===== src/rtl/srcc_pkg.sv =====
`timescale 1ns / 1ps
package srcc_pkg;

  localparam int OUT_FRAC_BITS = 15;
  localparam int CORR_W = OUT_FRAC_BITS + 1;
  localparam int KEPT_W = 10;

  typedef struct packed {
    logic signed [31:0] price;
    logic signed [31:0] volume;
    logic               missing;
    logic               last;
  } in_item_t;

  typedef struct packed {
    logic signed [CORR_W-1:0] correlation;
    logic                     defined;
    logic [KEPT_W-1:0]        kept_samples;
  } out_item_t;

  typedef struct packed {
    logic insert;
    logic clear;
    logic load;
    logic rotate;
    logic drain;
  } cell_ctl_t;

  typedef enum logic [3:0] {
    ST_IDLE,
    ST_RANK_LOAD,
    ST_RANK,
    ST_DRAIN,
    ST_FLUSH,
    ST_MUL_START,
    ST_MUL_WAIT,
    ST_SEARCH,
    ST_KSQ,
    ST_OUT
  } state_t;

  typedef enum logic [3:0] {
    OP_NSXX,
    OP_SXSX,
    OP_NSYY,
    OP_SYSY,
    OP_NSXY,
    OP_SXSY,
    OP_AB,
    OP_CC,
    OP_LHS
  } op_t;

endpackage


===== src/rtl/srcc_cell.sv =====
`timescale 1ns / 1ps
module srcc_cell #(
  parameter int CNT_W = 10
) (
  input  logic                  clk,
  input  logic                  rst_n,
  input  srcc_pkg::cell_ctl_t   ctl,
  input  logic                  left_valid,
  input  logic signed [31:0]    left_price,
  input  logic signed [31:0]    left_volume,
  input  logic                  trav_in_valid,
  input  logic signed [31:0]    trav_in_price,
  input  logic signed [31:0]    trav_in_volume,
  input  logic [CNT_W-1:0]      right_less_p,
  input  logic [CNT_W-1:0]      right_eq_p,
  input  logic [CNT_W-1:0]      right_less_v,
  input  logic [CNT_W-1:0]      right_eq_v,
  output logic                  own_valid,
  output logic signed [31:0]    own_price,
  output logic signed [31:0]    own_volume,
  output logic                  trav_valid,
  output logic signed [31:0]    trav_price,
  output logic signed [31:0]    trav_volume,
  output logic [CNT_W-1:0]      less_p,
  output logic [CNT_W-1:0]      eq_p,
  output logic [CNT_W-1:0]      less_v,
  output logic [CNT_W-1:0]      eq_v
);
  import srcc_pkg::*;

  logic                valid_r;
  logic signed [31:0]  price_r;
  logic signed [31:0]  volume_r;
  logic                trav_valid_r;
  logic signed [31:0]  trav_price_r;
  logic signed [31:0]  trav_volume_r;
  logic [CNT_W-1:0]    less_p_r;
  logic [CNT_W-1:0]    eq_p_r;
  logic [CNT_W-1:0]    less_v_r;
  logic [CNT_W-1:0]    eq_v_r;

  always_ff @(posedge clk) begin
    if (!rst_n) begin
      valid_r      <= 1'b0;
      trav_valid_r <= 1'b0;
    end else begin
      if (ctl.clear) begin
        valid_r <= 1'b0;
      end else if (ctl.insert) begin
        valid_r <= left_valid;
      end
      if (ctl.load) begin
        trav_valid_r <= valid_r;
      end else if (ctl.rotate) begin
        trav_valid_r <= trav_in_valid;
      end
    end
  end

  always_ff @(posedge clk) begin
    if (ctl.insert) begin
      price_r  <= left_price;
      volume_r <= left_volume;
    end
    if (ctl.load) begin
      trav_price_r  <= price_r;
      trav_volume_r <= volume_r;
      less_p_r      <= '0;
      eq_p_r        <= '0;
      less_v_r      <= '0;
      eq_v_r        <= '0;
    end else if (ctl.rotate) begin
      trav_price_r  <= trav_in_price;
      trav_volume_r <= trav_in_volume;
      if (trav_valid_r) begin
        if (trav_price_r < price_r) begin
          less_p_r <= less_p_r + 1'b1;
        end else if (trav_price_r == price_r) begin
          eq_p_r <= eq_p_r + 1'b1;
        end
        if (trav_volume_r < volume_r) begin
          less_v_r <= less_v_r + 1'b1;
        end else if (trav_volume_r == volume_r) begin
          eq_v_r <= eq_v_r + 1'b1;
        end
      end
    end else if (ctl.drain) begin
      less_p_r <= right_less_p;
      eq_p_r   <= right_eq_p;
      less_v_r <= right_less_v;
      eq_v_r   <= right_eq_v;
    end
  end

  assign own_valid   = valid_r;
  assign own_price   = price_r;
  assign own_volume  = volume_r;
  assign trav_valid  = trav_valid_r;
  assign trav_price  = trav_price_r;
  assign trav_volume = trav_volume_r;
  assign less_p      = less_p_r;
  assign eq_p        = eq_p_r;
  assign less_v      = less_v_r;
  assign eq_v        = eq_v_r;

endmodule


===== config.mk =====
export PLATFORM = sky130hd
export DESIGN_NAME = srcc_cell
export DESIGN_NICKNAME = d
export VERILOG_FILES = /design/src/rtl/srcc_pkg.sv /design/src/rtl/srcc_cell.sv
export SDC_FILE = /design/constraint.sdc
export NUM_CORES = 1
export LEC_CHECK = 0
export ABC_CLOCK_PERIOD_IN_PS = 5600
export BUFFER_PORTS_ARGS = -buffer_cell sky130_fd_sc_hd__buf_2
export CORE_ASPECT_RATIO = 0.5
export CORE_MARGIN = 2
export CORE_UTILIZATION = 52
export DETAILED_ROUTE_END_ITERATION = 8
export GPL_TIMING_DRIVEN = 0
export PLACE_DENSITY = 0.84
export SLEW_MARGIN = 10
export SYNTH_ARGS = -nofsm -noshare
export SYNTH_HDL_FRONTEND = slang
export SYNTH_SLANG_ARGS = --single-unit

===== constraint.sdc =====
create_clock -name clk -period 5.6 [get_ports clk]
set_clock_uncertainty 0.2 [all_clocks]
set_input_delay 0.56 -clock clk [delete_from_list [all_inputs] [get_ports clk]]
set_output_delay 0.56 -clock clk [all_outputs]
set_load 0.01 [all_outputs]

; ---- Yosys cells after proc, flatten, opt, wreduce, memory -nomap -nowiden
; Cells that the tools add are included.
[op_classes]
add_sub_neg = 4
magnitude_cmp = 2
n_eq_ne = 9
mux = 24
bitwise = 1
n_reduce_logical = 7
[ops]
columns = cell, count
row1 = $mux 10, 18
row2 = $mux 32, 4
row3 = $eq 32x32->1, 2
row4 = $lt 32x32->1, 2
row5 = $add 10x1->10 const B, 4
row6 = $ne 2x1->1 const B, 5
row7 = $reduce_and 4->1, 2
row8 = $reduce_and 3->1, 2
row9 = $ne 2x2->1 const B, 2
row10 = $reduce_bool 2->1, 2
row11 = $mux 1, 2
row12 = $reduce_or 2->1, 1
row13 = $not 1->1, 1
[word_totals]
ff_bits = 170
in_bits = 177
out_inout_bits = 170
elab_cells = 57

; ---- Longest topological paths before layout
[depth]
word_depth = 5
ltp_mapped = 10
depth_no_buf = 9

; ---- Least setup slack after synthesis
; OpenSTA, ideal clock, no wires.
[synth_path]
path_kind = in2reg
start = input port ctl[1] in the netlist's numbering
end = register trav_price_r[0] (netlist: trav_price[0]) (enable)
setup_time_ps = 394
arrival_ps = 2356
required_time_ps = 5006
setup_slack_ps = 2650
path_stages = 4
n_path_buf = 3
path_cell_list = buf_1 > buf_1 > clkbuf_1 > or2_2
[synth_via]
elab_chain_len = 1
[synth_rtl]
columns = item, line
row1 = start: declaration, srcc_cell.sv:7  ; input srcc_pkg::cell_ctl_t ctl,
row2 = $reduce_bool 2->1 (no line), -
row3 = end signal: assignment, srcc_cell.sv:66  ; trav_price_r <= price_r;
row4 = end signal: assignment, srcc_cell.sv:73  ; trav_price_r <= trav_in_price;
row5 = end: declaration, srcc_cell.sv:35  ; logic signed [31:0] trav_price_r;
; Every way passes these cells.
; A chain may end at the register's enable or synchronous reset.

; ---- Final worst setup path
[layout_path]
start = register volume_r[31] (netlist: own_volume[31])
end = register less_v_r[6] (netlist: less_v[6])
[layout_via]
elab_chain_len = 3
[layout_rtl]
columns = item, line
row1 = start: declaration, srcc_cell.sv:33  ; logic signed [31:0] volume_r;
row2 = start signal: assignment, srcc_cell.sv:63  ; volume_r <= left_volume;
row3 = $lt 32x32->1, srcc_cell.sv:81  ; if (trav_volume_r < volume_r) begin
row4 = $ne 2x1->1 (no line), -
row5 = $reduce_and 3->1 (no line), -
row6 = end signal: assignment, srcc_cell.sv:82  ; less_v_r <= less_v_r + 1'b1;
row7 = end signal: assignment, srcc_cell.sv:90  ; less_v_r <= right_less_v;
row8 = end: declaration, srcc_cell.sv:39  ; logic [CNT_W-1:0] less_v_r;
; Every way passes these cells.

==> qor.csv <==
stage,metric,value,unit
synth,syn_nets,1005,
setup_path,crit end category,flop,
cts,post-CTS sizing,0,
cells_and_area,Util after Layout,0.697,
setup_path,Worst EP required,5710,ps
sta,TNS Setup,0,ps
drt,vias,7878,
drt,post-DR vias/cell,5.76,
synth,Post-synth ARST share,0,
sta,final slew viol count,0,
die,Die Width,190,um
cells_and_area,"leading cell types in the layout, fill and taps excluded","348 x buf_2, 128 x edfxtp_1, 77 x inv_1",
cells_and_area,"leading cell type in the layout, fill and taps excluded",buf_2,
power_and_ir_drop,Reg power frac,0.462,
synth,Compound-Gate Fraction of Synth Area,0.140,
sta,Peak Freq,0.305,GHz
global_routing,vias in the first global route,7961,
power_and_ir_drop,Clock power frac,0.354,
synth,Yosys cell types,67,
setup_path,Critical Path AT,3390,ps
power_and_ir_drop,Net Sw Frac,0.280,
power_and_ir_drop,Peak supply drop,0.230,mV
synth,Syn Inst Count,760,
setup_path,crit path max fanout,8,
die,initial core utilization,0.540,
sta,final setup violation count,0,
setup_path,crit-path max cell delay,580,ps
job,max cap viols,0,
cells_and_area,filler instances,1236,
cells_and_area,NumNets Final,1371,
sta,Tmin final,3280,ps
drt,1st-iter DRT viols,470,
global_routing,GRT Total Usage,0.291,
synth,register area share after synthesis,0.522,
drt,Pre-antenna DRT Iters,7,
drt,residual DRC count,0,
sta,final hold vios,0,
sta,Tcrit/Tclk final,0.586,
synth,yosys warns,0,
synth,"Top FF cell, synth",edfxtp_1,
synth,post-synthesis mux area share,0.0872,
global_routing,largest net degree at the start of global routing,66,
synth,largest family of logic cells by synthesized area,compound AO/OA/AOI/OAI gates,
setup_path,kind of critical path,reg2reg,
cts,Max clock buf depth,2,
power_and_ir_drop,total chip power,3340,uW
setup_path,worst-path cell chain,"inv_1, ha_1, nand4_2, nor4_2, and4_1, o31ai_1, a21oi_1, o211a_1, o22ai_1",
cts,CTS Buf Count,17,
drt,WL/cell,19.7,um
setup_path,startpoint types,flop,
min_path,Hold WC Path Type,in2reg,
cells_and_area,ratio of cells with drive above 1 in the final layout,0.414,
die,Die Footprint,0.0184,sq mm
synth,Synth Area in XOR/XNOR,0,
cells_and_area,synth-to-layout area growth,29.1,%
die,core area,0.0166,sq mm
power_and_ir_drop,Power Dens Cells,288,mW/mm^2
die,row cnt,33,
synth,"EDFF count, synth",128,
power_and_ir_drop,combinational power share,0.184,
cts,CTS tree,built,
power_and_ir_drop,P_sw,933,uW
setup_path,Crit path buffers/inverters,1,
synth,"flops & latches, synth",170,
placement,Final HPWL DP,20.1,mm
drt,Routed Antenna Nets,0,
run_status,status,completed,
cts,clock sink count,170,
power_and_ir_drop,Power Internal,2410,uW
global_routing,antenna violations before repair,1,
global_routing,global route total overflow,0,
synth,post-synthesis simple-gate area fraction,0.106,
drt,Routed Wire Length,26.9,mm
cts,setup bufs post-CTS,0,
cts,clock root cell,clkbuf_16,
sta,RSZ-0062 raised after global routing,false,
setup_path,Worst path top cell family by delay,compound AO/OA/AOI/OAI gates,
cts,CTS H-Tree Depth,4,
sta,Tightest Pin Transition,925,ps
synth,Post-Synth Adder-Cell Area,0.0947,
cts,cts-stage hold buffer count,0,
synth,Syn Area/Cell,11.8,sq um
die,Ports,347,
sta,max-slew headroom at the worst pin,0.384,
die,Die Height,96.9,um
setup_path,slowest CP cell,a21oi_1,
cts,"Reg clk slew, reported paths",70,ps
sta,hold_ws,83.5,ps
sta,final setup margin,2320,ps
cts,worst skew pair latency,430,ps
power_and_ir_drop,Leakage,0.00534,uW
placement,Final GP Congestion,0.884,
placement,port bufs,346,
global_routing,first-pass GRT wire length,41.8,mm
synth,Mapped Area,0.00898,sq mm
placement,"worst slack, placed",2080,ps
-- worst register-to-register path, stage by stage, from the launching register on --
cell and delay (ps):
edfxtp_1 380, inv_1 60, ha_1 490, nand4_2 190
nor4_2 410, and4_1 360, o31ai_1 160, a21oi_1 580
o211a_1 250, o22ai_1 90
-- area by class of cell --
class / instances / area [sq um] / area share
sequential: 170 / 4680 / 0.404
multi-input combinational: 478 / 3840 / 0.332
timing repair buffer: 347 / 1750 / 0.151
clock buffer: 18 / 429 / 0.0370
inverter: 78 / 293 / 0.0252
tap: 227 / 284 / 0.0245
buffer: 34 / 161 / 0.0139
clock inverter: 14 / 144 / 0.0124
antenna: 1 / 2.50 / 0.000216
-- flip-flops by register name (all words and copies together), names as in the netlist --
signal       cells
eq_p            10
eq_v            10
less_p          10
less_v          10
own_price       32
own_valid        1
own_volume      32
trav_price      32
trav_valid       1
trav_volume     32
-- worst paths after layout --
kind / slack (ps) / cells after the start / from / to
worst max-delay path: 2320 / 9 / own_volume[31] / less_v[6]
worst max register to register: 2320 / 9 / own_volume[31] / less_v[6]
worst min-delay path: 80 / 2 / ctl[3] / own_valid
worst min register to register: 300 / 2 / less_v[9] / less_v[9]
-- cells by family (layout without fill, tap and decap cells) --
| logic type | count (synthesis) | in the layout |
|---|---|---|
| mux | 70 | 70 |
| flops | 170 | 170 |
| other cells | 0 | 1 |
| buf+inv | 112 | 491 |
| fa+ha+maj | 68 | 68 |
| compound gates | 166 | 166 |
| simple gates | 174 | 174 |
-- per-stage QoR --
step	cell area, sq um	cells
2_1_floorplan	8980	760
3_3_place_gp	11000	1333
3_5_place_dp	11000	1334
4_1_cts	11600	1366
5_1_grt	11600	1367
6_report	11600	1367
-- synth_stat cells (10+ instances only) --
cell type,n,area share
nand3_1,21,0.012
nand2_1,36,0.015
mux2_2,66,0.083
a21oi_1,39,0.022
edfxtp_1,128,0.43
and3_1,10,0.0070
clkbuf_1,23,0.0096
a22oi_1,11,0.0092
nor2_1,21,0.0088
dfxtp_1,42,0.094
nand2b_1,12,0.0084
inv_1,77,0.032
nor3_1,17,0.0095
ha_1,68,0.095
o32ai_1,18,0.018
nor2b_1,11,0.0077
-- layer usage --
| metal | vias to the layer above | share of wire | global-route usage |
|---|---|---|---|
| met5 | - | 0 | 0 |
| met4 | 0 | 0.030 | 0.113 |
| met3 | 77 | 0.083 | 0.0715 |
| met2 | 424 | 0.49 | 0.485 |
| met1 | 3761 | 0.40 | 0.367 |
| li1 | 3616 | - | - |
-- power by group through the flow --
stage               sequential, uW  clock [uW]  combinational [uW]
floorplan                     1600           0                 288
global placement              1560           0                 580
CTS                           1540        1190                 613
global route                  1560        1240                 675
finish                        1540        1180                 614
detailed placement            1570           0                 606
(Power assumes the default switching activity.)
