### src/rtl/srcc_pkg.sv
`timescale 1ns / 1ps
package srcc_pkg;

  localparam int OUT_FRAC_BITS = 15;
  localparam int CORR_W = OUT_FRAC_BITS + 1;
  localparam int KEPT_W = 10;

  typedef struct packed {
    logic signed [31:0] price;
    logic signed [31:0] volume;
    logic               missing;
    logic               last;
  } in_item_t;

  typedef struct packed {
    logic signed [CORR_W-1:0] correlation;
    logic                     defined;
    logic [KEPT_W-1:0]        kept_samples;
  } out_item_t;

  typedef struct packed {
    logic insert;
    logic clear;
    logic load;
    logic rotate;
    logic drain;
  } cell_ctl_t;

  typedef enum logic [3:0] {
    ST_IDLE,
    ST_RANK_LOAD,
    ST_RANK,
    ST_DRAIN,
    ST_FLUSH,
    ST_MUL_START,
    ST_MUL_WAIT,
    ST_SEARCH,
    ST_KSQ,
    ST_OUT
  } state_t;

  typedef enum logic [3:0] {
    OP_NSXX,
    OP_SXSX,
    OP_NSYY,
    OP_SYSY,
    OP_NSXY,
    OP_SXSY,
    OP_AB,
    OP_CC,
    OP_LHS
  } op_t;

endpackage

### src/rtl/srcc_mul.sv
`timescale 1ns / 1ps
module srcc_mul #(
  parameter int A_W = 64,
  parameter int B_W = 32
) (
  input  logic           clk,
  input  logic           rst_n,
  input  logic           start,
  input  logic [A_W-1:0] a,
  input  logic [B_W-1:0] b,
  output logic           done,
  output logic [A_W-1:0] prod
);
  import srcc_pkg::*;

  localparam int CW = $clog2(B_W + 1);

  logic           busy_r;
  logic           done_r;
  logic [CW-1:0]  cnt_r;
  logic [A_W-1:0] acc_r;
  logic [A_W-1:0] a_r;
  logic [B_W-1:0] b_r;

  always_ff @(posedge clk) begin
    if (!rst_n) begin
      busy_r <= 1'b0;
      done_r <= 1'b0;
      cnt_r  <= '0;
    end else begin
      done_r <= 1'b0;
      if (start) begin
        busy_r <= 1'b1;
        cnt_r  <= '0;
      end else if (busy_r) begin
        cnt_r <= cnt_r + 1'b1;
        if (cnt_r == CW'(B_W - 1)) begin
          busy_r <= 1'b0;
          done_r <= 1'b1;
        end
      end
    end
  end

  always_ff @(posedge clk) begin
    if (start) begin
      acc_r <= '0;
      a_r   <= a;
      b_r   <= b;
    end else if (busy_r) begin
      if (b_r[0]) begin
        acc_r <= acc_r + a_r;
      end
      a_r <= a_r << 1;
      b_r <= b_r >> 1;
    end
  end

  assign done = done_r;
  assign prod = acc_r;

endmodule

### config.mk
export PLATFORM = sky130hd
export DESIGN_NAME = srcc_mul
export DESIGN_NICKNAME = d
export VERILOG_FILES = /design/src/rtl/srcc_pkg.sv /design/src/rtl/srcc_mul.sv
export SDC_FILE = /design/constraint.sdc
export NUM_CORES = 1
export LEC_CHECK = 0
export CAP_MARGIN = 20
export CORE_MARGIN = 10
export CORE_UTILIZATION = 55
export DETAILED_ROUTE_END_ITERATION = 8
export DONT_BUFFER_PORTS = 1
export PLACE_DENSITY = 0.69
export RECOVER_POWER = 50
export SKIP_CTS_REPAIR_TIMING = 1
export SLEW_MARGIN = 20
export SYNTH_ARGS = -nofsm -noshare
export SYNTH_HDL_FRONTEND = slang
export SYNTH_SLANG_ARGS = --single-unit
### constraint.sdc
create_clock -name clk -period 3.5 [get_ports clk]
set_clock_uncertainty 0.05 [all_clocks]
set_input_delay 0.7 -clock clk [delete_from_list [all_inputs] [get_ports clk]]
set_output_delay 0.7 -clock clk [all_outputs]
set_load 0.005 [all_outputs]
# Word-level counts from Yosys, hierarchy flattened
# Cells that the tools add are included.
[totals]
reg_bits = 168
latchBits = 0
ramBits = 0
rom_bits = 0
inputBits = 99
out_inout_bits = 65
word_cells = 23
memories = 0
[classes]
add_sub_neg = 2
mul = 0
div = 0
order_cmp = 0
eq_ne = 1
n_shift = 0
muxes = 8
bitwise_logic = 2
reduce_logical = 4
[op_table]
columns = ["op", "count"]
rows = [
  ["64-bit 2-to-1 mux", 2],
  ["64-bit adder", 1],
  ["32-bit 2-to-1 mux", 2],
  ["6-bit by 1-bit adder with 6-bit output, second input constant", 1],
  ["6-bit by 5-bit equality test with 1-bit output, second input constant", 1],
  ["1-bit 2-to-1 mux", 4],
  ["3-bit OR reduction", 1],
  ["1-bit inverter", 2],
  ["2-bit AND reduction", 1],
  ["2-bit nonzero test", 1],
  ["2-bit OR reduction", 1],
]

# Longest topological paths before layout
# Gate-level depths: netlist (run 1).
[depth]
ltp_word = 4
ltp_mapped = 12
depth_no_buf = 12

# Worst setup path after synthesis (run 1)
# No wires, ideal clock.
[synth_path]
path_type = "register to register"
from = "register a_r[0]"
to = "register acc_r[42] (netlist: prod[42])"
setup_ns = 0.133
arrival_ns = 2.902
required_time_ns = 3.317
path_slack_ns = 0.415
stages_incl_launch_ff = 13
n_path_buf = 0
period_less_slack_ns = 3.085
cell_sequence = "edfxtp_1 > ha_1 > fa_1 > a211o_1 > o211ai_1 > a21oi_1 > a211o_1 > a21oi_1 > o21bai_1 > a221oi_1 > o21ai_0 > nand3b_1 > a31oi_1"
[synth_via]
elab_chain_cells = 1
[synth_lines]
columns = ["item", "line_no", "rtl"]
rows = [
  ["start, declared", "srcc_mul.sv:22", "logic [A_W-1:0] a_r;"],
  ["start signal, assigned", "srcc_mul.sv:54", "a_r <= a_r << 1;"],
  ["64-bit adder", "srcc_mul.sv:52", "acc_r <= acc_r + a_r;"],
  ["end signal, assigned", "srcc_mul.sv:52", ""],
  ["end, declared", "srcc_mul.sv:21", "logic [A_W-1:0] acc_r;"],
]
# No other way between the ends.
# A chain may end at the register's enable or synchronous reset.

# Worst setup path in the final report (run 1)
[layout_path]
from = "register a_r[35]"
to = "register acc_r[63] (netlist: prod[63])"
# The elaborated chain is that of the path after synthesis.

==> results.json, run 1 <==
{
  "status": "complete, but fails checks",
  "violations": "max-capacitance violations, max-slew violations",
  "fmax_mhz": 300,
  "numCtsBuffers": 17,
  "p_leak_nw": 4.55,
  "globalRouteOverflowTotal": 0,
  "setup_violations": 0,
  "place_congestion": 0.897,
  "initial_core_util": 0.563,
  "die_area_um2": 25300,
  "timing.final.ws_setup_ps": 172,
  "num_rows": 50,
  "dpl-instance-area_um2": 10800,
  "final_util": 0.605,
  "port_buffers": 0,
  "path_class": "flip-flop to flip-flop",
  "vias_per_cell": 6.06,
  "synth_cell_types": 82,
  "maxCapViolCount": 1,
  "power_mw": 5.64,
  "vias": 8142,
  "ys_seq_elements": 168,
  "rsz0062_at_grt": "false",
  "synthesis.instances": 1093,
  "cts_sinks": 168,
  "maxSlewHeadroom": -0.109,
  "antenna_found_initial": 6,
  "grt_use_total": 0.199,
  "finalHoldViolations": 0,
  "dr.first_iter.drc_count": 560,
  "final_cell_area_um2": 11400,
  "wl_per_cell_um": 19.3,
  "slew_viol_final": 37,
  "layout_commonest_cell": "nand2_1",
  "ys.warnings.count": 0,
  "clk_latency_ps": 440,
  "clk_path_buf_depth": 2,
  "grt_first_pass_wirelength_um": 41800,
  "crit_chain": "ha_1, and4_4, o211ai_1, o211a_1, nand2b_1, or4b_4, nand2_4, o2111ai_2, and3_2, or4_1, a21oi_1",
  "nets": 1232,
  "core_um2": 18900,
  "clockRootBuffer": "clkbuf_16",
  "ys_seq_area_frac": 0.406,
  "path_clk_slew_ps": 80,
  "period_needed_ps": 3330,
  "htree_num_levels": 4,
  "peakVddDrop_mv": 0.318,
  "drive_above_1_share": 0.167,
  "place_hpwl_um": 19200,
  "final_cell_mix": "nand2_1, a21oi_1, edfxtp_1",
  "drc": 0,
  "max_stage_delay_ps": 570,
  "die_y_um": 159,
  "dr.pass1.iters": 7,
  "synth-async-reset-ratio": 0,
  "syn_area_per_cell_um2": 9.74,
  "path_max_fanout": 9,
  "endpoint_kind": "flip-flop",
  "tightestPinTransition_ps": 1660,
  "postRouteWirelength_um": 26000,
  "setup_tns_ps": 0,
  "grt_pass1_vias": 7746,
  "syn_nets": 1257,
  "powerDensity_nw_per_um2": 493,
  "crit_path_top_delay_cell": "or4b_4",
  "ant_nets": 0,
  "hold_path_class": "input port to flip-flop",
  "fin_crit_sh": 0.951,
  "fp.dieW_um": 159,
  "worst_setup_path_start_kind": "flip-flop",
  "synth_edf_count": 96,
  "post-place-ws_ps": 54.2,
  "pin_count": 164,
  "syn_area_um2": 10600,
  "area_growth_pct": 7.50,
  "crit_arrival_ps": 3630,
  "cts_tree": "done",
  "grt_max_degree": 174,
  "crit_required_ps": 3810,
  "synth_top_flop_cell": "edfxtp_1"
}
worst max-delay path, delay by kind of cell, from the launching register on:
family	cells	cell delay [ps]
fa+ha+maj	1	430
simple gates	6	1660
compound gates	4	670
flops	1	430
layout make-up:
cell class | count | area, um^2
Timing Repair Buffer | 16 | 133
Clock inverter | 15 | 191
Inverter | 13 | 48.8
Clock buffer | 17 | 425
Antenna cell | 3 | 7.51
Multi-Input combinational cell | 852 | 5980
Tap cell | 260 | 325
Sequential cell | 168 | 4320
Fill cell | 1698 | 7450
per-stage QoR:
stage	cells	hold WS (ps)
after floorplan	1093	381
after global placement	1307	410
after detailed placement	1307	400
after CTS	1339	289
after global routing	1341	272
final	1344	300
worst paths after layout:
kind | cells past startpoint | startpoint | slack, ps | endpoint
max | 11 | a_r[35]$_DFFE_PP_ | 170 | prod[63]$_SDFFE_PP0P_
min | 1 | start | 300 | prod[54]$_SDFFE_PP0P_
max reg2reg | 11 | a_r[35]$_DFFE_PP_ | 170 | prod[63]$_SDFFE_PP0P_
min reg2reg | 1 | cnt_r[5]$_SDFFE_PP0P_ | 420 | done$_SDFF_PP0_
synthesized netlist by cell type (all sizes together), types with 4 or more instances:
cell type	instances	share of area
mux2	94	0.099
clkbuf	34	0.012
nand4	20	0.012
nor3	16	0.0075
nor4	6	0.0041
a21boi	5	0.0035
nor3b	5	0.0035
a211oi	7	0.0054
and2	7	0.0041
nand2b	10	0.0059
o21ai	47	0.022
nand2	144	0.051
a21oi	135	0.066
a31oi	11	0.0065
a21o	35	0.026
or3	5	0.0035
a211o	4	0.0033
nor2b	10	0.0059
o21bai	14	0.0099
o31ai	7	0.0049
nor2	52	0.018
and3	6	0.0038
xnor2	27	0.022
or2	6	0.0035
nand3	14	0.0066
o21a	8	0.0058
edfxtp	96	0.27
nand3b	16	0.011
inv	13	0.0046
xor2	24	0.020
dfxtp	72	0.14
buf	25	0.017
ha	64	0.075
o211ai	9	0.0063
a221oi	4	0.0033
state kept, by name, indices dropped and copies added, names as in the netlist:
register	count
busy_r	1
a_r	64
cnt_r	6
done	1
prod	64
b_r	32
power by group:
group,internal (mW),total [mW],switching [mW],leakage (nW)
registers,2.30,2.44,0.140,1.55
logic,0.537,1.26,0.720,2.70
clock network,0.983,1.94,0.957,0.300
routing by layer:
metal	vias to the layer above	GRT usage	wire, um
li1	4012	-	-
met1	3867	0.248	11300
met2	236	0.312	11800
met3	21	0.0899	2620
met4	6	0.0383	207
met5	-	0	46
cell families (layout without fill, tap and decap cells):
kind of cell | Yosys count | count (layout) | synth area share
AND/OR/NAND/NOR | 330 | 330 | 0.153
AO/OA/AOI/OAI | 310 | 310 | 0.186
flip-flops | 168 | 168 | 0.406
multiplexers | 96 | 96 | 0.101
buffers and inverters | 73 | 61 | 0.0346
adder cells (fa/ha/maj) | 65 | 65 | 0.0771
XOR/XNOR | 51 | 51 | 0.0420
other | 0 | 3 | 0
No activity file was read; power rests on OpenSTA's default activity.
==> run 2, diff against run 1 <==
- clock period: 3.5 -> 3.6 ns (I/O delays scaled with it)
==> results.json, run 2 (synthesized netlist as in run 1, its figures left out) <==
{
  "slew_viol_final": 42,
  "dr.pass1.iters": 5,
  "r2r_setup_slack_ps": 220,
  "fmax_mhz": 296,
  "powerDensity_nw_per_um2": 474,
  "setup_violations": 0,
  "fin_crit_sh": 0.938,
  "die_area_um2": 25300,
  "p_sw_frac": 0.318,
  "nets": 1232,
  "final_cell_mix": "nand2_1, a21oi_1, edfxtp_1",
  "placed_cells": 1308,
  "timing.final.ws_setup_ps": 221,
  "fp.dieW_um": 159,
  "place_congestion": 0.898,
  "path_class": "flip-flop to flip-flop",
  "clk_latency_ps": 440,
  "ant_nets": 0,
  "status": "complete, but fails checks",
  "tightestPinTransition_ps": 1830,
  "core_um2": 18900,
  "cts_sinks": 168,
  "drc": 0,
  "peakVddDrop_mv": 0.329,
  "grt_first_pass_wirelength_um": 42200,
  "die_y_um": 159,
  "clockRootBuffer": "clkbuf_16",
  "setup_tns_ps": 0,
  "netSwitchingPower_mw": 1.71,
  "p_clk_frac": 0.335,
  "post-place-ws_ps": 181,
  "seqPwrFrac": 0.439,
  "crit_required_ps": 3880,
  "antenna_found_initial": 6,
  "port_buffers": 0,
  "layout.cells.non_filler": 1344,
  "path_clk_slew_ps": 80,
  "hold_path_class": "input port to flip-flop",
  "intPower_mw": 3.68,
  "wl_per_cell_um": 19.3,
  "vias_per_cell": 6.08,
  "globalRouteOverflowTotal": 0,
  "grt_max_degree": 174,
  "dr.first_iter.drc_count": 497,
  "dpl-instance-area_um2": 10800,
  "period_needed_ps": 3380,
  "rsz0062_at_grt": "true",
  "pin_count": 164,
  "violations": "max-capacitance violations, max-slew violations",
  "area_growth_pct": 7.04,
  "grt_use_total": 0.201,
  "vias": 8170,
  "place_hpwl_um": 19300,
  "htree_num_levels": 4,
  "clk_path_buf_depth": 2,
  "maxSlewHeadroom": -0.223,
  "endpoint_kind": "flip-flop",
  "comb_power_share": 0.226,
  "cts_tree": "done",
  "path_max_fanout": 4,
  "initial_core_util": 0.563,
  "layout_commonest_cell": "nand2_1",
  "maxCapViolCount": 1,
  "grt_pass1_vias": 8103,
  "drive_above_1_share": 0.165,
  "power_mw": 5.39,
  "worst_setup_path_start_kind": "flip-flop",
  "num_rows": 50,
  "fillers": 1687,
  "postRouteWirelength_um": 26000,
  "numCtsBuffers": 17,
  "crit_arrival_ps": 3650,
  "finalHoldViolations": 0,
  "p_leak_nw": 4.55,
  "final_cell_area_um2": 11400
}
-- run 2: through the flow --
stage	hold slack [ps]	utilization
2_1_floorplan	381	-
3_3_place_gp	407	0.570
3_5_place_dp	431	0.570
4_1_cts	298	0.601
5_1_grt	306	0.603
6_report	338	0.603
-- run 2: final timing paths --
| path | from | end | cells after the start |
|---|---|---|---|
| max reg2reg | a_r[0]$_SDFFCE_PN0P_ | prod[60]$_SDFFE_PP0P_ | 12 |
| min reg2reg | cnt_r[5]$_SDFFE_PP0P_ | done$_SDFF_PP0_ | 1 |
| max | a_r[0]$_SDFFCE_PN0P_ | prod[60]$_SDFFE_PP0P_ | 12 |
| min | start | prod[53]$_SDFFE_PP0P_ | 1 |
-- run 2: cell type report --
cell class	instances	area (um^2)	share of cell area
Sequential cell	168	4320	0.380
Multi-Input combinational cell	852	5990	0.525
Inverter	13	48.8	0.00428
Clock buffer	17	425	0.0373
Timing Repair Buffer	16	120	0.0105
Antenna cell	3	7.51	0.000659
Tap cell	260	325	0.0286
Clock inverter	15	154	0.0135
-- run 2: power groups by stage --
stage                     combinational (mW)  clock, mW  sequential [mW]
final                                   1.22       1.81             2.37
after global routing                    1.36       1.92             2.40
after CTS                               1.20       1.85             2.37
after detailed placement                1.19          0             2.42
after global placement                  1.19          0             2.41
after floorplan                         1.03          0             2.36
-- run 2: worst max-delay path, stage by stage, from the launching register on --
cell and delay (ps):
edfxtp_1 380, ha_1 220, fa_1 430, a211o_1 320, o211ai_1 210, a21oi_2 170, a211oi_4 330, o41ai_4 150
o2111a_1 300, o21ai_1 170, and2_1 200, o21ai_0 90, a211o_1 250
-- run 2: layer usage --
| layer | share of wire | routed length, um | GRT usage | vias up |
|---|---|---|---|---|
| met5 | 0.0018 | 46 | 0 | - |
| met4 | 0.019 | 497 | 0.0636 | 6 |
| met3 | 0.094 | 2440 | 0.0849 | 38 |
| met2 | 0.45 | 11800 | 0.314 | 233 |
| met1 | 0.43 | 11200 | 0.245 | 3877 |
| li1 | - | - | - | 4016 |
==> run 3, diff against run 2 <==
- ABC_AREA: default -> 1
- CORE_MARGIN: 10 -> 5
==> results.json, run 3 <==
{
  "status": "complete, but fails checks",
  "violations": "max-capacitance violations, max-slew violations",
  "met3WireLength_um": 3690,
  "syn_nets": 2205,
  "die_area_um2": 26100,
  "cts_sinks": 168,
  "port_buffers": 0,
  "setup_tns_ps": 0,
  "place_hpwl_um": 30000,
  "netSwitchingPower_mw": 2.06,
  "max_stage_delay_ps": 1200,
  "synth_edf_count": 96,
  "wl_per_cell_um": 16.5,
  "tightestPinTransition_ps": 1990,
  "drive_above_1_share": 0.0476,
  "p_leak_nw": 7.71,
  "fin_crit_sh": 0.732,
  "synth_area_leaders": "nand2_1, edfxtp_1, dfxtp_1, inv_1, nor2_1",
  "top_layer": "met4",
  "grt_first_pass_wirelength_um": 60900,
  "p_clk_frac": 0.337,
  "finalHoldViolations": 0,
  "endpoint_kind": "flip-flop",
  "period_needed_ps": 2640,
  "crit_chain": "inv_1, nand2_1, buf_12",
  "path_max_fanout": 63,
  "layout_commonest_cell": "nand2_1",
  "syn_area_per_cell_um2": 6.18,
  "vias_per_cell": 5.15,
  "pin_count": 164,
  "grt_max_degree": 150,
  "synthesis.instances": 2041,
  "synth-async-reset-ratio": 0,
  "crit_required_ps": 3640,
  "antenna_found_initial": 0,
  "setup_violations": 0,
  "num_antenna_cells": 0,
  "seqPwrFrac": 0.418,
  "path_class": "flip-flop to flip-flop",
  "powerDensity_nw_per_um2": 422,
  "globalRouteOverflowTotal": 0,
  "ys_seq_area_frac": 0.343,
  "num_rows": 55,
  "ys_seq_elements": 168,
  "synth_top_cell_area_share": 0.262,
  "place_congestion": 1.02,
  "clockRootBuffer": "clkbuf_16",
  "slew_viol_final": 79,
  "drt-met1-wl_um": 17800,
  "synth_commonest_cells": "nand2_1, inv_1, nor2_1",
  "ant_nets": 0,
  "dr_wl_met2_um": 16500,
  "rr_worst_depth": 3,
  "peakVddDrop_mv": 0.301,
  "core_um2": 22600,
  "hold_path_depth": 2,
  "cts_tree": "done",
  "die_y_um": 161,
  "htree_num_levels": 4,
  "p_sw_frac": 0.363,
  "path_clk_slew_ps": 80,
  "grt_pass1_vias": 11395,
  "crit_arrival_ps": 2680,
  "synth.most_common_cell": "nand2_1",
  "worst_setup_path_start_kind": "flip-flop",
  "nets": 2189,
  "vias": 11957,
  "dr.first_iter.drc_count": 1091,
  "ys.warnings.count": 0,
  "hold_path_class": "input port to flip-flop",
  "synth_cell_types": 30,
  "dr.pass1.iters": 5,
  "numCtsBuffers": 17,
  "drc": 0,
  "fmax_mhz": 379,
  "clk_latency_ps": 440,
  "intPower_mw": 3.62,
  "syn_area_um2": 12600,
  "crit_path_top_delay_cell": "nand2_1",
  "final_util": 0.594,
  "grt_use_total": 0.295,
  "final_cell_mix": "nand2_1, inv_1, nor2_1",
  "postRouteWirelength_um": 38400,
  "synth_top_flop_cell": "edfxtp_1",
  "maxCapViolCount": 2,
  "clk_path_buf_depth": 2,
  "comb_power_share": 0.245,
  "yosys.area.top_type": "nand2_1",
  "rsz0062_at_grt": "false",
  "area_growth_pct": 6.66,
  "initial_core_util": 0.557,
  "maxSlewHeadroom": -0.324,
  "fp.dieW_um": 161
}
## run 3: cell count changes after synthesis, sizes merged, moves of 11 or more
cell	previous run	this run
nand2	144	901
inv	13	380
nor2	52	239
mux2	94	0
a21oi	135	49
nand3	14	83
a21o	35	0
xnor2	27	5
nand3b	16	0
o21bai	14	3
## run 3: cells by family after synthesis
kind of cell | Yosys count | share of synthesized area
compound gates | 100 | 0.0414
xor+xnor | 31 | 0.0215
fa+ha+maj | 65 | 0.0651
buf+inv | 421 | 0.127
flops | 168 | 0.343
simple gates | 1256 | 0.402
## run 3: area by class of cell
cell class / count / area [um^2]
sequential: 168 / 4320
inverter: 380 / 1430
fill: 2240 / 9190
clock buffer: 17 / 425
tap: 285 / 357
timing repair buffer: 6 / 63.8
clock inverter: 15 / 174
multi-input combinational: 1452 / 6680
## run 3: routing by layer
layer  vias up  GRT usage
li1       6119          -
met1      5380      0.421
met2       424      0.453
met3        34     0.0875
met4         0     0.0496
met5         -          0
## run 3: worst paths after layout
check / start / slack, ps / end
hold reg to reg: cnt_r[1]$_SDFFE_PP0P_ / 440 / cnt_r[1]$_SDFFE_PP0P_
setup / recovery: busy_r$_SDFF_PN0_ / 960 / b_r[31]$_SDFFCE_PN0P_
hold / removal: rst_n / 380 / busy_r$_SDFF_PN0_
setup reg to reg: busy_r$_SDFF_PN0_ / 960 / b_r[31]$_SDFFCE_PN0P_
## run 3: worst max-delay path, delay by kind of cell, from the launching register on
kind	cells	cell delay, ps
AND/OR/NAND/NOR	1	1200
flip-flops	1	440
buffers and inverters	2	510
## run 3: power by group through the flow
stage	sequential [mW]	clock [mW]	combinational, mW
6_report	2.37	1.91	1.39
3_5_place_dp	2.41	0	1.36
4_1_cts	2.37	1.94	1.37
2_1_floorplan	2.36	0	1.04
5_1_grt	2.39	2.03	1.58
3_3_place_gp	2.41	0	1.35
## run 3: per-stage QoR
step	setup WS [ps]	instances	area [um^2]	hold slack, ps	power (mW)
6_report	964	2323	13500	375	5.67
2_1_floorplan	834	2041	12600	404	3.40
5_1_grt	807	2323	13500	392	6.00
4_1_cts	1040	2323	13500	365	5.68
3_5_place_dp	1050	2291	12900	434	3.78
3_3_place_gp	1080	2291	12900	424	3.76
